**config.mk**
```make
export PLATFORM = sky130hd
export DESIGN_NAME = frame_fletcher_check_build_top_flat
export DESIGN_NICKNAME = d
export VERILOG_FILES = /design/src/design/ffcb_pkg.sv /design/src/design/ffcb_if.sv /design/src/design/ffcb_frame.sv /design/src/design/frame_fletcher_check_build_top.sv /design/src/flat_wrapper.sv
export SDC_FILE = /design/constraint.sdc
export NUM_CORES = 1
export LEC_CHECK = 0
export BUFFER_PORTS_ARGS = -buffer_cell sky130_fd_sc_hd__buf_2
export CORE_UTILIZATION = 35
export DETAILED_ROUTE_END_ITERATION = 8
export HOLD_SLACK_MARGIN = 0.12
export MAX_ROUTING_LAYER = met4
export SLEW_MARGIN = 0
export SYNTH_ARGS = -nofsm -noshare
export SYNTH_HDL_FRONTEND = slang
export SYNTH_HIERARCHICAL = 1
export SYNTH_SLANG_ARGS = --single-unit
export TNS_END_PERCENT = 30
```
**constraint.sdc**
```tcl
create_clock -name clk -period 7.6 [get_ports clk]
set_input_delay 0 -clock clk [delete_from_list [all_inputs] [get_ports clk]]
set_output_delay 0 -clock clk [all_outputs]
set_load 0.03 [all_outputs]
```
**src/design/ffcb_pkg.sv**
```systemverilog
package ffcb_pkg;

	localparam int HEADER_BYTES_DEF = 4;
	localparam int POS_W = 9;
	localparam logic [POS_W-1:0] POS_MAX = '1;
	localparam logic [8:0] FLETCHER_MOD = 9'd255;

	typedef enum logic {
		CMD_CHECK = 1'b0,
		CMD_BUILD = 1'b1
	} cmd_t;

	typedef enum logic {
		REG_CHECKSUM_OFFSET = 1'b0,
		REG_PAYLOAD_LENGTH  = 1'b1
	} reg_idx_t;

	typedef struct packed {
		cmd_t       command;
		logic [7:0] data_byte;
		logic       last_byte;
	} in_word_t;

	typedef struct packed {
		logic        match;
		logic [15:0] checksum;
		logic [7:0]  sequence_number;
		logic [7:0]  length_byte;
	} out_word_t;

	typedef struct packed {
		reg_idx_t    index;
		logic [15:0] data;
	} cfg_word_t;

	// one byte handed to the frame tracker
	typedef struct packed {
		logic       step;
		logic [7:0] data_byte;
		logic       last_byte;
	} step_t;

	// frame state after the byte being presented
	typedef struct packed {
		logic [7:0]       first_sum;
		logic [7:0]       second_sum;
		logic [15:0]      header_word;
		logic [POS_W-1:0] position;
	} frame_t;

	function automatic logic [7:0] mod_add(input logic [7:0] a, input logic [7:0] b);
		logic [8:0] s;
		s = {1'b0, a} + {1'b0, b};
		if (s >= FLETCHER_MOD)
			s = s - FLETCHER_MOD;
		return s[7:0];
	endfunction

endpackage

```
**src/design/ffcb_if.sv**
```systemverilog
interface ffcb_in_if;
	logic               valid;
	logic               ready;
	ffcb_pkg::in_word_t payload;
	modport source(output valid, output payload, input ready);
	modport sink(input valid, input payload, output ready);
endinterface

interface ffcb_out_if;
	logic                valid;
	logic                ready;
	ffcb_pkg::out_word_t payload;
	modport source(output valid, output payload, input ready);
	modport sink(input valid, input payload, output ready);
endinterface

interface ffcb_cfg_if;
	logic                valid;
	logic                ready;
	ffcb_pkg::cfg_word_t payload;
	modport source(output valid, output payload, input ready);
	modport sink(input valid, input payload, output ready);
endinterface

```
**src/design/ffcb_frame.sv**
```systemverilog
module ffcb_frame #(
	parameter int HEADER_BYTES = ffcb_pkg::HEADER_BYTES_DEF
) (
	input  logic                 clk,
	input  logic                 arst_n,
	input  ffcb_pkg::step_t      step,
	input  logic [7:0]           payload_length,
	output ffcb_pkg::frame_t     frame_nxt
);

	localparam int LW = ffcb_pkg::POS_W + 1;

	logic [7:0]                first_q;
	logic [7:0]                second_q;
	logic [15:0]               header_q;
	logic [ffcb_pkg::POS_W-1:0] pos_q;

	logic [LW-1:0] pos_ext;
	logic [LW-1:0] limit;
	logic          in_payload;
	logic [7:0]    first_new;

	always_comb begin
		pos_ext    = {1'b0, pos_q};
		limit      = LW'(HEADER_BYTES) + LW'(payload_length);
		in_payload = (pos_ext >= LW'(HEADER_BYTES)) && (pos_q != ffcb_pkg::POS_MAX)
			&& (pos_ext < limit);
		first_new  = ffcb_pkg::mod_add(first_q, step.data_byte);

		frame_nxt.first_sum   = first_q;
		frame_nxt.second_sum  = second_q;
		frame_nxt.header_word = header_q;
		frame_nxt.position    = pos_q;
		if (pos_q == '0)
			frame_nxt.header_word[7:0] = step.data_byte;
		else if (pos_q == ffcb_pkg::POS_W'(1))
			frame_nxt.header_word[15:8] = step.data_byte;
		if (in_payload) begin
			frame_nxt.first_sum  = first_new;
			frame_nxt.second_sum = ffcb_pkg::mod_add(second_q, first_new);
		end
		if (pos_q != ffcb_pkg::POS_MAX)
			frame_nxt.position = pos_q + ffcb_pkg::POS_W'(1);
	end

	always_ff @(posedge clk or negedge arst_n) begin
		if (!arst_n) begin
			first_q  <= '0;
			second_q <= '0;
			header_q <= '0;
			pos_q    <= '0;
		end else if (step.step) begin
			if (step.last_byte) begin
				first_q  <= '0;
				second_q <= '0;
				header_q <= '0;
				pos_q    <= '0;
			end else begin
				first_q  <= frame_nxt.first_sum;
				second_q <= frame_nxt.second_sum;
				header_q <= frame_nxt.header_word;
				pos_q    <= frame_nxt.position;
			end
		end
	end

endmodule

```
**src/design/frame_fletcher_check_build_top.sv**
```systemverilog
// Fletcher-16 frame check / header build.
// byte_in takes one frame word per cycle from frame byte 0, with command and last flag.
// The first HEADER_BYTES bytes are header (bytes 0-1 hold the received checksum,
// little-endian); the next payload_length bytes are summed mod 255.
// result_out gives one word per frame, after the word marked last: in check mode
// match says whether the header word equals the checksum plus offset; in build mode
// it carries checksum, sequence number and length, and the sequence count advances.
// cfg writes checksum_offset (index 0) and payload_length (index 1); always ready.
// A last word reaches result_out through the input register, then the result
// register. Throughput: one word per cycle unless a last word waits, set by the
// combinational mod-255 add pair in the frame tracker.
// Stall: while result_out is held, non-last words still flow; a last word waits in
// the input register and byte_in.ready drops until the result register frees.
// Reset clears sums, position, header word, sequence count and both valid flags.
module frame_fletcher_check_build_top #(
	parameter int HEADER_BYTES = ffcb_pkg::HEADER_BYTES_DEF
) (
	input  logic        clk,
	input  logic        arst_n,
	ffcb_in_if.sink     byte_in,
	ffcb_out_if.source  result_out,
	ffcb_cfg_if.sink    cfg
);

	logic                 valid_s1;
	ffcb_pkg::in_word_t   item_s1;
	logic                 out_valid_q;
	ffcb_pkg::out_word_t  out_q;
	logic [15:0]          offset_q;
	logic [7:0]           length_q;
	logic [7:0]           seq_q;

	logic                 out_free;
	logic                 fire_s1;
	ffcb_pkg::step_t      step;
	ffcb_pkg::frame_t     frame_nxt;
	logic [15:0]          csum;

	assign cfg.ready = 1'b1;

	always_ff @(posedge clk or negedge arst_n) begin
		if (!arst_n) begin
			offset_q <= '0;
			length_q <= '0;
		end else if (cfg.valid) begin
			case (cfg.payload.index)
				ffcb_pkg::REG_CHECKSUM_OFFSET: offset_q <= cfg.payload.data;
				ffcb_pkg::REG_PAYLOAD_LENGTH:  length_q <= cfg.payload.data[7:0];
				default: ;
			endcase
		end
	end

	assign out_free      = !out_valid_q || result_out.ready;
	assign fire_s1       = valid_s1 && (!item_s1.last_byte || out_free);
	assign byte_in.ready = !valid_s1 || fire_s1;

	always_ff @(posedge clk or negedge arst_n) begin
		if (!arst_n)
			valid_s1 <= 1'b0;
		else if (byte_in.ready)
			valid_s1 <= byte_in.valid;
	end

	always_ff @(posedge clk) begin
		if (byte_in.ready && byte_in.valid)
			item_s1 <= byte_in.payload;
	end

	always_comb begin
		step.step      = fire_s1;
		step.data_byte = item_s1.data_byte;
		step.last_byte = item_s1.last_byte;
	end

	ffcb_frame #(
		.HEADER_BYTES(HEADER_BYTES)
	) u_frame (
		.clk           (clk),
		.arst_n        (arst_n),
		.step          (step),
		.payload_length(length_q),
		.frame_nxt     (frame_nxt)
	);

	assign csum = {frame_nxt.second_sum, frame_nxt.first_sum} + offset_q;

	always_ff @(posedge clk or negedge arst_n) begin
		if (!arst_n) begin
			out_valid_q <= 1'b0;
			seq_q       <= '0;
		end else if (fire_s1 && item_s1.last_byte) begin
			out_valid_q <= 1'b1;
			if (item_s1.command == ffcb_pkg::CMD_BUILD)
				seq_q <= seq_q + 8'd1;
		end else if (result_out.ready) begin
			out_valid_q <= 1'b0;
		end
	end

	always_ff @(posedge clk) begin
		if (fire_s1 && item_s1.last_byte) begin
			out_q.checksum <= csum;
			if (item_s1.command == ffcb_pkg::CMD_BUILD) begin
				out_q.match           <= 1'b0;
				out_q.sequence_number <= seq_q;
				out_q.length_byte     <= length_q;
			end else begin
				out_q.match           <= (frame_nxt.header_word == csum);
				out_q.sequence_number <= '0;
				out_q.length_byte     <= '0;
			end
		end
	end

	assign result_out.valid   = out_valid_q;
	assign result_out.payload = out_q;

	// sequence advances by one with each build result
	a_seq_step: assert property (@(posedge clk) disable iff (!arst_n)
		fire_s1 && item_s1.last_byte && item_s1.command == ffcb_pkg::CMD_BUILD
		|=> seq_q == $past(seq_q) + 8'd1)
		else $error("sequence count did not advance on build");

	// frame state is back at byte 0 after a last word
	a_frame_clear: assert property (@(posedge clk) disable iff (!arst_n)
		fire_s1 && item_s1.last_byte |=> frame_nxt.position == ffcb_pkg::POS_W'(1))
		else $error("frame position not cleared after last word");

	// a last word never overwrites a pending result
	a_no_overrun: assert property (@(posedge clk) disable iff (!arst_n)
		out_valid_q && !result_out.ready |=> out_valid_q && $stable(out_q))
		else $error("pending result overwritten");

	// running sums stay reduced mod 255
	a_sum_range: assert property (@(posedge clk) disable iff (!arst_n)
		frame_nxt.first_sum != 8'hFF && frame_nxt.second_sum != 8'hFF)
		else $error("running sum out of range");

endmodule

```
**src/flat_wrapper.sv**
```systemverilog
// flat-port wrapper written by rule: the top's interface ports become plain ports
module frame_fletcher_check_build_top_flat 
#(
	parameter int HEADER_BYTES = ffcb_pkg::HEADER_BYTES_DEF
)
  (clk, arst_n, byte_in_valid, byte_in_payload, byte_in_ready, result_out_valid, result_out_payload, result_out_ready, cfg_valid, cfg_payload, cfg_ready);
  ffcb_in_if byte_in_i ();
  ffcb_out_if result_out_i ();
  ffcb_cfg_if cfg_i ();
  input  logic clk;
  input  logic arst_n;
  input wire logic [$bits(byte_in_i.valid)-1:0] byte_in_valid;
  input wire logic [$bits(byte_in_i.payload)-1:0] byte_in_payload;
  output wire logic [$bits(byte_in_i.ready)-1:0] byte_in_ready;
  output wire logic [$bits(result_out_i.valid)-1:0] result_out_valid;
  output wire logic [$bits(result_out_i.payload)-1:0] result_out_payload;
  input wire logic [$bits(result_out_i.ready)-1:0] result_out_ready;
  input wire logic [$bits(cfg_i.valid)-1:0] cfg_valid;
  input wire logic [$bits(cfg_i.payload)-1:0] cfg_payload;
  output wire logic [$bits(cfg_i.ready)-1:0] cfg_ready;
  assign byte_in_i.valid = byte_in_valid;
  assign byte_in_i.payload = byte_in_payload;
  assign byte_in_ready = byte_in_i.ready;
  assign result_out_valid = result_out_i.valid;
  assign result_out_payload = result_out_i.payload;
  assign result_out_i.ready = result_out_ready;
  assign cfg_i.valid = cfg_valid;
  assign cfg_i.payload = cfg_payload;
  assign cfg_ready = cfg_i.ready;
  frame_fletcher_check_build_top #(.HEADER_BYTES(HEADER_BYTES)) u_core (.clk(clk), .arst_n(arst_n), .byte_in(byte_in_i), .result_out(result_out_i), .cfg(cfg_i));
endmodule
```
## Word level (Yosys, flattened, before mapping)

Cells that the tools add are included.

- Input port bits: 32
- Bits in registers: 118
- Output and inout port bits: 36

- Bitwise operators: 1
- Add/sub/neg operators: 8
- Magnitude comparators: 4
- Reduce and logical (&&, ||, !) cells: 18
- Mux-type cells: 13
- Equal/unequal tests: 3

Operators by type and width:

| cell | count |
|---|---|
| two-way mux 8 bit | 7 |
| two-way mux 16 bit | 2 |
| adder 8 x 8 -> 9 bit | 2 |
| >= comparator 9 x 8 -> 1 bit, second input constant | 2 |
| two-way mux 9 bit | 2 |
| adder 16 bit | 1 |
| == test 16 bit | 1 |
| subtractor 8 bit, second input constant | 2 |
| < comparator 9 x 10 -> 1 bit | 1 |
| adder 3 x 8 -> 9 bit, first input constant | 1 |
| adder 9 x 1 -> 9 bit, second input constant | 1 |
| == test 9 x 1 -> 1 bit, second input constant | 1 |
| >= comparator 9 x 3 -> 1 bit, second input constant | 1 |
| logical NOT 9 bit | 1 |
| != test 9 bit, second input constant | 1 |
| adder 8 x 1 -> 8 bit, second input constant | 1 |
| AND reduction 2 bit | 4 |
| logical AND 1 bit | 5 |
| nonzero test 2 bit | 2 |
| logical NOT 1 bit | 3 |
| logical OR 1 bit | 3 |
| two-way mux 1 bit | 2 |
| inverter 1 bit | 1 |

## Depth between registers and ports, before layout

- Depth after elaboration: 9
- Depth in mapped cells: 29
- Depth with buffers taken out: 28

## Hierarchy

Netlist, hierarchy kept.

Modules (own cells, without submodules):

| module | area an instance (µm²) | instances | cells an instance | seq. area each (µm²) |
|---|---|---|---|---|
| frame_fletcher_check_build_top | 3,943.8 | 1 | 311 | 2,142.1 |
| ffcb_frame | 3,812.4 | 1 | 402 | 1,026.0 |

## Least setup slack after synthesis

No wires, ideal clock.

- Path type: reg-to-reg
- Start: register u_core/item_s1[1] (netlist name)
- End: register u_core.out_q (netlist bit u_core/result_out.payload[32]) (data pin)
- Stages on the path, launching flop included: 30
- Buffers on the path: 1
- Library setup time: 0.150 ns
- Clock period less this slack: 6.554 ns
- Path slack: 1.046 ns
- Arrival: 6.404 ns
- Cells stage by stage: edfxtp_1 -> ha_1 -> fa_1 -> a21o_1 -> a21oi_1 -> xnor2_2 -> nand4_4 -> o41ai_4 -> xnor2_1 -> inv_1 -> ha_1 -> inv_1 -> fa_1 -> nand2b_1 -> a2111oi_0 -> a311oi_1 -> nor3_2 -> a31oi_4 -> o21a_1 -> o31a_1 -> ha_1 -> buf_6 -> nor2_2 -> a2111oi_4 -> o211ai_1 -> nor4_1 -> nand4_1 -> nor4_1 -> nand4_1 -> nor3_2

RTL lines:

| what | RTL line | RTL |
|---|---|---|
| start: declaration | frame_fletcher_check_build_top.sv:26 | `ffcb_pkg::in_word_t item_s1;` |
| start signal: assignment | frame_fletcher_check_build_top.sv:67 | `item_s1 <= byte_in.payload;` |
| end: declaration | frame_fletcher_check_build_top.sv:28 | `ffcb_pkg::out_word_t out_q;` |

==> impl_metrics.py <==
metrics = {
    "outcome": {
        "outcome": "completed",
    },
    "sta": {
        "min_period_ns": 7.212,
        "worst_pin_slew_ns": 0.9654,
        "fin_crit_sh": 0.9490,
        "whs_ns": 0.1854,
        "maxSlewHeadroom": 0.3564,
        "setup_violations": 0,
        "finalHoldViolations": 0,
        "fmax_mhz": 138.7,
        "slew_viol_final": 0,
        "final.setup.tns_ns": 0,
        "grt_setup_unrepaired": "no",
        "skew_ns": 0.01337,
    },
    "critical_path": {
        "end_kind": "register",
        "cp_num_buf_inv": 3,
        "required_ns": 7.88,
        "reg2regPathDepth": 28,
        "worstPathArrival_ns": 7.49,
        "critPathMaxFanout": 8,
        "path_class": "register to register",
        "critPathMaxStageDelay_ns": 0.48,
        "crit_family": "compound AO/OA/AOI/OAI gates",
        "cp.depth": 28,
        "crit_start": "u_core/item_s1[1]",
        "cp-start-kind": "register",
        "r2r_slack_ns": 0.39,
        "crit_path_top_delay_cell": "o41ai_4",
        "r2r-end": "u_core/result_out.payload[32]",
        "reg2reg_from": "u_core/item_s1[1]",
        "crit_end": "u_core/result_out.payload[32]",
    },
    "global_routing": {
        "antenna_found_initial": 0,
        "grt_max_degree": 71,
        "overflow": 0,
        "grt_pass1_vias": 5723,
        "grt_pass1_wl_um": 31020,
        "track_usage": 0.1866,
    },
    "die": {
        "fp.dieH_um": 150.3,
        "fp-row-count": 53,
        "core_sq_mm": 0.02129,
        "dieArea_sq_mm": 0.02259,
        "start_util": 0.3616,
        "ioPinCount": 68,
        "die_w_um": 150.3,
    },
    "placed_design": {
        "globalplace.congestion": 0.8737,
        "io_buffers": 66,
        "hpwlAfterDp_um": 13700,
        "placed_cells": 1032,
    },
    "cts": {
        "clockRootBuffer": "clkbuf_16",
        "clockBufferDepth": 2,
        "h-tree-depth": 4,
        "cts_tree": "yes",
        "clock_sinks": 118,
        "insertion_delay_ns": 0.43,
        "cts_buffers": 17,
        "clk_pin_slew_ns": 0.07,
    },
    "synth": {
        "synth_cells": 705,
        "avgSynthCellArea_sq_um": 10.92,
        "syn_nets": 787,
        "syn_area_sq_mm": 0.007697,
        "yosysWarnings": 6,
    },
    "final_layout": {
        "layout.nets": 892,
        "fin_cells": 1098,
        "final_util": 0.4356,
        "fillers": 2013,
        "diodes": 0,
        "drive_above_1_share": 0.2539,
        "area_growth_pct": 20.46,
        "final_cell_mix": "75 x dfrtp_1, 65 x buf_2, 50 x nand2_1, 48 x mux2_2, 45 x ha_1",
        "final_common_cell": "dfrtp_1",
    },
    "pwr": {
        "power.total_mw": 2.966,
        "p_leak_nw": 4.045,
        "powerDensity_mw_per_mm2": 319.9,
        "peakVddDrop_v": 0.0001948,
    },
    "flow_run": {
        "maxCapViolCount": 0,
    },
    "hold_path": {
        "hold_path.class": "primary input to register",
    },
    "drt": {
        "via_count": 5801,
        "antenna_left": 0,
        "dr.pass1.iters": 5,
        "viasPerCell": 5.283,
        "drtIter0Drc": 315,
        "wl_um": 19020,
        "drcViolationCount": 0,
        "avgRoutedWirePerCell_um": 17.33,
    },
}
metal layers:
metal  GRT usage  share of wire  vias to the layer above
li1            -              -                     2859
met1      0.2492           0.49                     2792
met2      0.2848           0.46                      132
met3     0.03667          0.039                       18
met4     0.05657          0.012                        0
met5           -              0                        -
worst min-delay path, stage by stage:
cell and delay [ns]:
buf_2 0.09, nor2b_1 0.04, buf_4 0.21, mux2_2 0.24
through the flow:
stage	setup WS, ns	instance area [sq um]
2_1_floorplan	1.046	7697
3_5_place_dp	0.3087	8343
3_3_place_gp	0.4313	8343
5_1_grt	0.01773	9273
6_report	0.3877	9273
4_1_cts	0.2575	9230
worst min-delay path by stage:
stage | start | to | slack [ns] | cells after the start
CTS | cfg_payload[16] | u_core/offset_q[6] | 0.18 | 4
global placement | arst_n | u_core/seq_q[2] | -0.17 | 1
floorplan | arst_n | u_core/length_q[0] | -0.30 | 0
finish | cfg_payload[16] | u_core/offset_q[6] | 0.19 | 4
global route | cfg_payload[16] | u_core/offset_q[6] | 0.18 | 4
detailed placement | arst_n | u_core/seq_q[2] | -0.17 | 1
flip-flops by register name, indices dropped and copies added (netlist names):
name,cells
u_core/result_out.payload,33
u_core/offset_q,16
u_core/u_frame/header_q,16
u_core/item_s1,10
u_core/u_frame/pos_q,9
u_core/length_q,8
u_core/seq_q,8
u_core/u_frame/first_q,8
u_core/u_frame/second_q,8
u_core/result_out.valid,1
u_core/valid_s1,1
layout make-up:
cell class              instances  area [sq um]  area share
clock buffers                  17         425.4     0.04588
multi-input cells             538          4337      0.4677
well taps                     275         344.1     0.03711
inverters                      21         78.83    0.008501
clock inverters                15         151.4     0.01633
repair buffers                114         768.2     0.08285
flip-flops and latches        118          3168      0.3417
power by group:
group | switching [mW] | internal (mW)
combinational | 0.765 | 0.549
clock | 0.357 | 0.438
sequential | 0.0798 | 0.778
total | 1.20 | 1.77
repair_timing:
| action | in CTS | in global routing |
|---|---|---|
| hold endpoints to repair | 111 | 0 |
| buffers inserted | 0 | 3 |
| hold buffers | 31 | 0 |
| endpoints found under the setup margin | 0 | 1 |
| gates resized for setup | 0 | 6 |
(Power assumes the default switching activity.)
